File: config.mk
export PLATFORM = sky130hd
export DESIGN_NAME = pcbd_ctrl
export DESIGN_NICKNAME = d
export VERILOG_FILES = /design/src/rtl/core/pcbd_pkg.sv /design/src/rtl/core/pcbd_ctrl.sv
export VERILOG_INCLUDE_DIRS = /design/src /design/src/rtl/core
export SDC_FILE = /design/constraint.sdc
export NUM_CORES = 1
export LEC_CHECK = 0
export BUFFER_PORTS_ARGS = -buffer_cell sky130_fd_sc_hd__buf_4
export CORE_AREA = 2 2 39 41
export CTS_CLUSTER_SIZE = 16
export DETAILED_ROUTE_END_ITERATION = 8
export DIE_AREA = 0 0 41 43
export SLEW_MARGIN = 20
export SYNTH_ARGS = -nofsm -noshare
export SYNTH_HDL_FRONTEND = slang
export SYNTH_SLANG_ARGS = --single-unit
export TNS_END_PERCENT = 10
File: constraint.sdc
create_clock -name clk -period 3.3 [get_ports clk]
set_input_delay 0.33 -clock clk [delete_from_list [all_inputs] [get_ports clk]]
set_output_delay 0.33 -clock clk [all_outputs]
set_load 0.1 [all_outputs]
File: src/rtl/core/assert_macros.svh
// Assertion macros shared by the prefix code decoder RTL.
// No dependencies; included by the files that carry assertions.
`ifndef ASSERT_MACROS_SVH
`define ASSERT_MACROS_SVH

// same-cycle implication, off during reset
`define PCBD_ASSERT_IMP(name, clk, rst, ante, cons) \
  name: assert property (@(posedge clk) disable iff (rst) (ante) |-> (cons)) \
    else $error("pcbd assertion failed");

// next-cycle implication, off during reset
`define PCBD_ASSERT_NXT(name, clk, rst, ante, cons) \
  name: assert property (@(posedge clk) disable iff (rst) (ante) |=> (cons)) \
    else $error("pcbd assertion failed");

`endif

File: src/rtl/core/pcbd_pkg.sv
// Package for the prefix code decoder: widths, stream layout, codes,
// controller states and the command/status structs. No dependencies.
`default_nettype none

package pcbd_pkg;

  localparam int ACC_W  = 16;
  localparam int LEN_W  = 5;
  localparam int SYM_W  = 8;
  localparam int BYTE_W = 8;
  localparam int PAD_W  = 3;
  localparam int BCNT_W = 4;

  localparam int TABLE_ENTRIES_DEF = 256;
  localparam int MAX_CODE_LEN_DEF  = 16;

  // input tdata: code_bits, code_length, entry_symbol, data_byte, zero fill
  localparam int IN_CODE_LSB = 0;
  localparam int IN_LEN_LSB  = IN_CODE_LSB + ACC_W;
  localparam int IN_SYM_LSB  = IN_LEN_LSB + LEN_W;
  localparam int IN_BYTE_LSB = IN_SYM_LSB + SYM_W;
  localparam int IN_TDATA_W  = 40;
  localparam int IN_TUSER_W  = 1;
  localparam int OUT_TDATA_W = 8;
  localparam int OUT_TUSER_W = 2;
  localparam int OUT_OVF_BIT  = 0;
  localparam int OUT_FULL_BIT = 1;

  localparam logic OP_LOAD = 1'b0;
  localparam logic OP_DATA = 1'b1;

  typedef enum logic [3:0] {
    S_IDLE,
    S_LSTART,
    S_LWALK,
    S_LTARGET,
    S_LCHAIN,
    S_DSTART,
    S_REWALK,
    S_BITS,
    S_FLUSH
  } pcbd_state_t;

  typedef struct packed {
    logic cap;
    logic l_start;
    logic l_walk;
    logic l_target;
    logic l_chain;
    logic d_start;
    logic rewalk;
    logic bits_step;
    logic d_end;
    logic flush;
  } pcbd_cmd_t;

  typedef struct packed {
    logic len_ok;
    logic walk_fall;
    logic walk_last;
    logic chain_last;
    logic table_full;
    logic dead;
    logic bits_done;
    logic step_ok;
    logic out_free;
    logic held_valid;
  } pcbd_status_t;

endpackage

`default_nettype wire

File: src/rtl/core/pcbd_ctrl.sv
// Controller of the prefix code decoder: item dispatch, load walk,
// bit decode and result flush sequencing.
// Depends on pcbd_pkg and assert_macros.svh.
`default_nettype none
`include "assert_macros.svh"

module pcbd_ctrl import pcbd_pkg::*; (
  input  wire logic         clk,
  input  wire logic         rst,
  input  wire logic         in_valid,
  output logic              in_ready,
  input  wire logic         op,
  input  wire pcbd_status_t st,
  output pcbd_cmd_t         cmd
);

  pcbd_state_t state, state_next;

  always_ff @(posedge clk) begin
    if (rst) begin
      state <= S_IDLE;
    end else begin
      state <= state_next;
    end
  end

  always_comb begin
    state_next = state;
    unique case (state)
      S_IDLE: begin
        if (in_valid) begin
          state_next = (op == OP_DATA) ? S_DSTART : S_LSTART;
        end
      end
      S_LSTART: begin
        state_next = st.len_ok ? S_LWALK : S_IDLE;
      end
      S_LWALK: begin
        if (st.walk_fall) begin
          state_next = st.table_full ? S_FLUSH : S_LCHAIN;
        end else if (st.walk_last) begin
          state_next = S_LTARGET;
        end
      end
      S_LTARGET: begin
        state_next = S_FLUSH;
      end
      S_LCHAIN: begin
        if (st.chain_last) begin
          state_next = S_IDLE;
        end
      end
      S_DSTART: begin
        state_next = st.dead ? S_REWALK : S_BITS;
      end
      S_REWALK: begin
        if (st.walk_last) begin
          state_next = S_BITS;
        end
      end
      S_BITS: begin
        if (st.bits_done) begin
          state_next = S_FLUSH;
        end
      end
      S_FLUSH: begin
        if (!st.held_valid || st.out_free) begin
          state_next = S_IDLE;
        end
      end
      default: state_next = S_IDLE;
    endcase
  end

  always_comb begin
    cmd      = '0;
    in_ready = 1'b0;
    unique case (state)
      S_IDLE: begin
        in_ready = 1'b1;
        cmd.cap  = in_valid;
      end
      S_LSTART:  cmd.l_start  = 1'b1;
      S_LWALK:   cmd.l_walk   = 1'b1;
      S_LTARGET: cmd.l_target = 1'b1;
      S_LCHAIN:  cmd.l_chain  = 1'b1;
      S_DSTART:  cmd.d_start  = 1'b1;
      S_REWALK:  cmd.rewalk   = 1'b1;
      S_BITS: begin
        cmd.bits_step = !st.bits_done && st.step_ok;
        cmd.d_end     = st.bits_done;
      end
      S_FLUSH:   cmd.flush    = st.out_free;
      default:   cmd          = '0;
    endcase
  end

  `PCBD_ASSERT_NXT(a_bits_exit, clk, rst, (state == S_BITS) && st.bits_done, state == S_FLUSH)

endmodule

`default_nettype wire

==> impl_metrics.yaml <==
cells_and_area:
  fin_area_um2: 651
  synthToLayoutAreaGrowth_pct: 44.0
  layout-drive-gt1-share: 0.443
  regArea_um2: 80.1
  multiInputGateArea_um2: 344
  fillers: 146
  insertedDiodeCount: 0
  fin_nets: 95
  largest-register: "state"
  largestRegisters: "state (4)"
  largest_reg_flops: 4
floorplan:
  rows: 14
  start_util: 0.326
  die_h_um: 43
  die_w_um: 41
  core-area_um2: 1380
  dieArea_um2: 1760
  io_pins: 25
pwr:
  total_leakage_power_nw: 0.293
  peakVddDrop_v: 0.000551
  power_density_nw_per_um2: 1060
cts:
  cts_tree: "done"
  cts_resized: 0
  cts-root-buf: "clkbuf_4"
  path_clk_slew_ns: 0.04
  insertion_delay_ns: 0.24
  cts_hold_buf: 0
  cts_sinks: 4
  htree_levels: 1
  clockBufferDepth: 2
  post_cts_buffers: 0
  cts_made_buffers: 3
logic_synthesis:
  synth_top_family_by_area: "simple AND/OR/NAND/NOR gates"
  syn_inst: 56
  ys_seq_area_frac: 0.177
  ys_ff_latch: 4
  yosys_warnings: 0
  synth-compound-area-share: 0.175
  yosys.area_share.adder: 0
  yosys.area_share.simple: 0.488
  synthesis.nets: 70
  synth_edf_count: 0
  syn_avg_cell_area_um2: 8.07
  synth_xor_xnor_area_share: 0.0194
  synthMuxAreaShare: 0.0693
  synth_common_cells: "nor2_1 (8), dfxtp_1 (4), nand2b_1 (4)"
  syn_area_um2: 452
  async_flop_share: 0
  synth.distinct_cells: 33
  synthTopCellsByArea: "dfxtp_1 (18%), nor2_1 (6.6%), nand2b_1 (5.5%)"
  synth_top_flop_cell: "dfxtp_1"
  post-synth-top-count-cell: "nor2_1"
  synth_top_area_frac: 0.177
  yosys.area.top_type: "dfxtp_1"
detailed_routing:
  wirelength_um: 1140
  drt_first_iter_violations: 6
  drc: 0
  drtAntennaViolNets: 0
  wire_per_inst_um: 12.0
  drt_pass1_iterations: 4
  vias_per_cell: 5.24
  vias: 498
timing:
  maxSlewViolCount: 0
  fin_skew_ns: 0.00353
  slew_headroom: 0.671
  fmaxAchievable_mhz: 490
  hold_ws_ns: 0.329
  period_minus_slack_ns: 2.04
  fin_crit_sh: 0.618
  hold_viol_final: 0
  finalSetupTns_ns: 0
  rsz0062_at_grt: "false"
  finalSetupViolations: 0
  tightest_slew_ns: 0.493
placement:
  dpl_cell_area_um2: 628
  portBuffers: 24
  dpl.hpwl_um: 878
  place_congestion: 0.826
worst_setup_path:
  cp.required_ns: 2.97
  startpoint: "state[0]"
  arrival_ns: 1.71
  cp-start-kind: "register"
  criticalPathCategory: "register to primary output"
  worstReg2RegStart: "state[2]"
  crit_fanout: 16
  timing.reg2reg.setup_slack_ns: 1.62
  crit_path_end_kind: "primary output"
run_status:
  run_status: "completed"
job:
  cap_violations: 0
global_routing:
  grt_usage: 0.154
  antenna_found_initial: 0
  grt_max_degree: 17
  grt-ovfl-total: 0
  grt_pass1_vias: 463
  grt_pass1_wl_um: 1870
hold_path:
  hp-class: "input pin to register"
  min_from: "st[3]"
==> layer usage <==
metal | up-vias | global-route usage | part of all wire
met5 | - | 0 | 0
met4 | 0 | 0.0400 | 0.0053
met3 | 2 | 0.0628 | 0.064
met2 | 17 | 0.256 | 0.52
met1 | 229 | 0.173 | 0.41
li1 | 250 | - | -
==> cell type report <==
type | count | area share
multi-input combinational | 47 | 0.529
inverter | 1 | 0.00577
clock buffer | 3 | 0.0346
tap | 16 | 0.0308
sequential | 4 | 0.123
timing repair buffer | 24 | 0.277
==> worst max-delay path, cell delays in order (launching register included) <==
cell and delay (ns):
dfxtp_1 0.62, nand4b_1 0.28, nor3b_1 0.25, buf_4 0.32
==> power by group <==
group / total (mW) / switching, mW / internal (mW)
combinational: 0.505 / 0.356 / 0.149
sequential: 0.121 / 0.0568 / 0.0644
clock: 0.0632 / 0.0223 / 0.0408
total: 0.690 / 0.436 / 0.254
==> cells in the final DEF, fill, tap and decap left out, types with 3 or more instances in the layout <==
| master | n |
|---|---|
| nor2_1 | 8 |
| clkbuf_4 | 3 |
| nand2_1 | 3 |
| buf_4 | 24 |
| dfxtp_1 | 4 |
| nand2b_1 | 4 |
==> path summary, 6_finish.rpt <==
| kind | endpoint | depth (start not counted) |
|---|---|---|
| setup / recovery | cmd[2] | 3 |
| hold / removal | state[0] | 2 |
| setup reg to reg | state[1] | 4 |
| hold reg to reg | state[1] | 2 |
==> logic make-up (layout without fill, tap and decap cells) <==
logic type | after synthesis | in the layout
compound gates | 9 | 9
xor+xnor | 1 | 1
buf+inv | 5 | 28
flops | 4 | 4
mux | 3 | 3
simple gates | 34 | 34
==> per-stage QoR <==
| stage | util | total power, mW | cells | setup slack (ns) |
|---|---|---|---|---|
| after floorplan | - | 0.548 | 56 | 0.0990 |
| after global placement | 0.454 | 0.629 | 92 | 1.55 |
| after detailed placement | 0.454 | 0.629 | 92 | 1.52 |
| after CTS | 0.470 | 0.695 | 95 | 1.25 |
| after global routing | 0.470 | 0.734 | 95 | 1.09 |
| final | 0.470 | 0.690 | 95 | 1.26 |
Power figures use the tool's default switching activity.
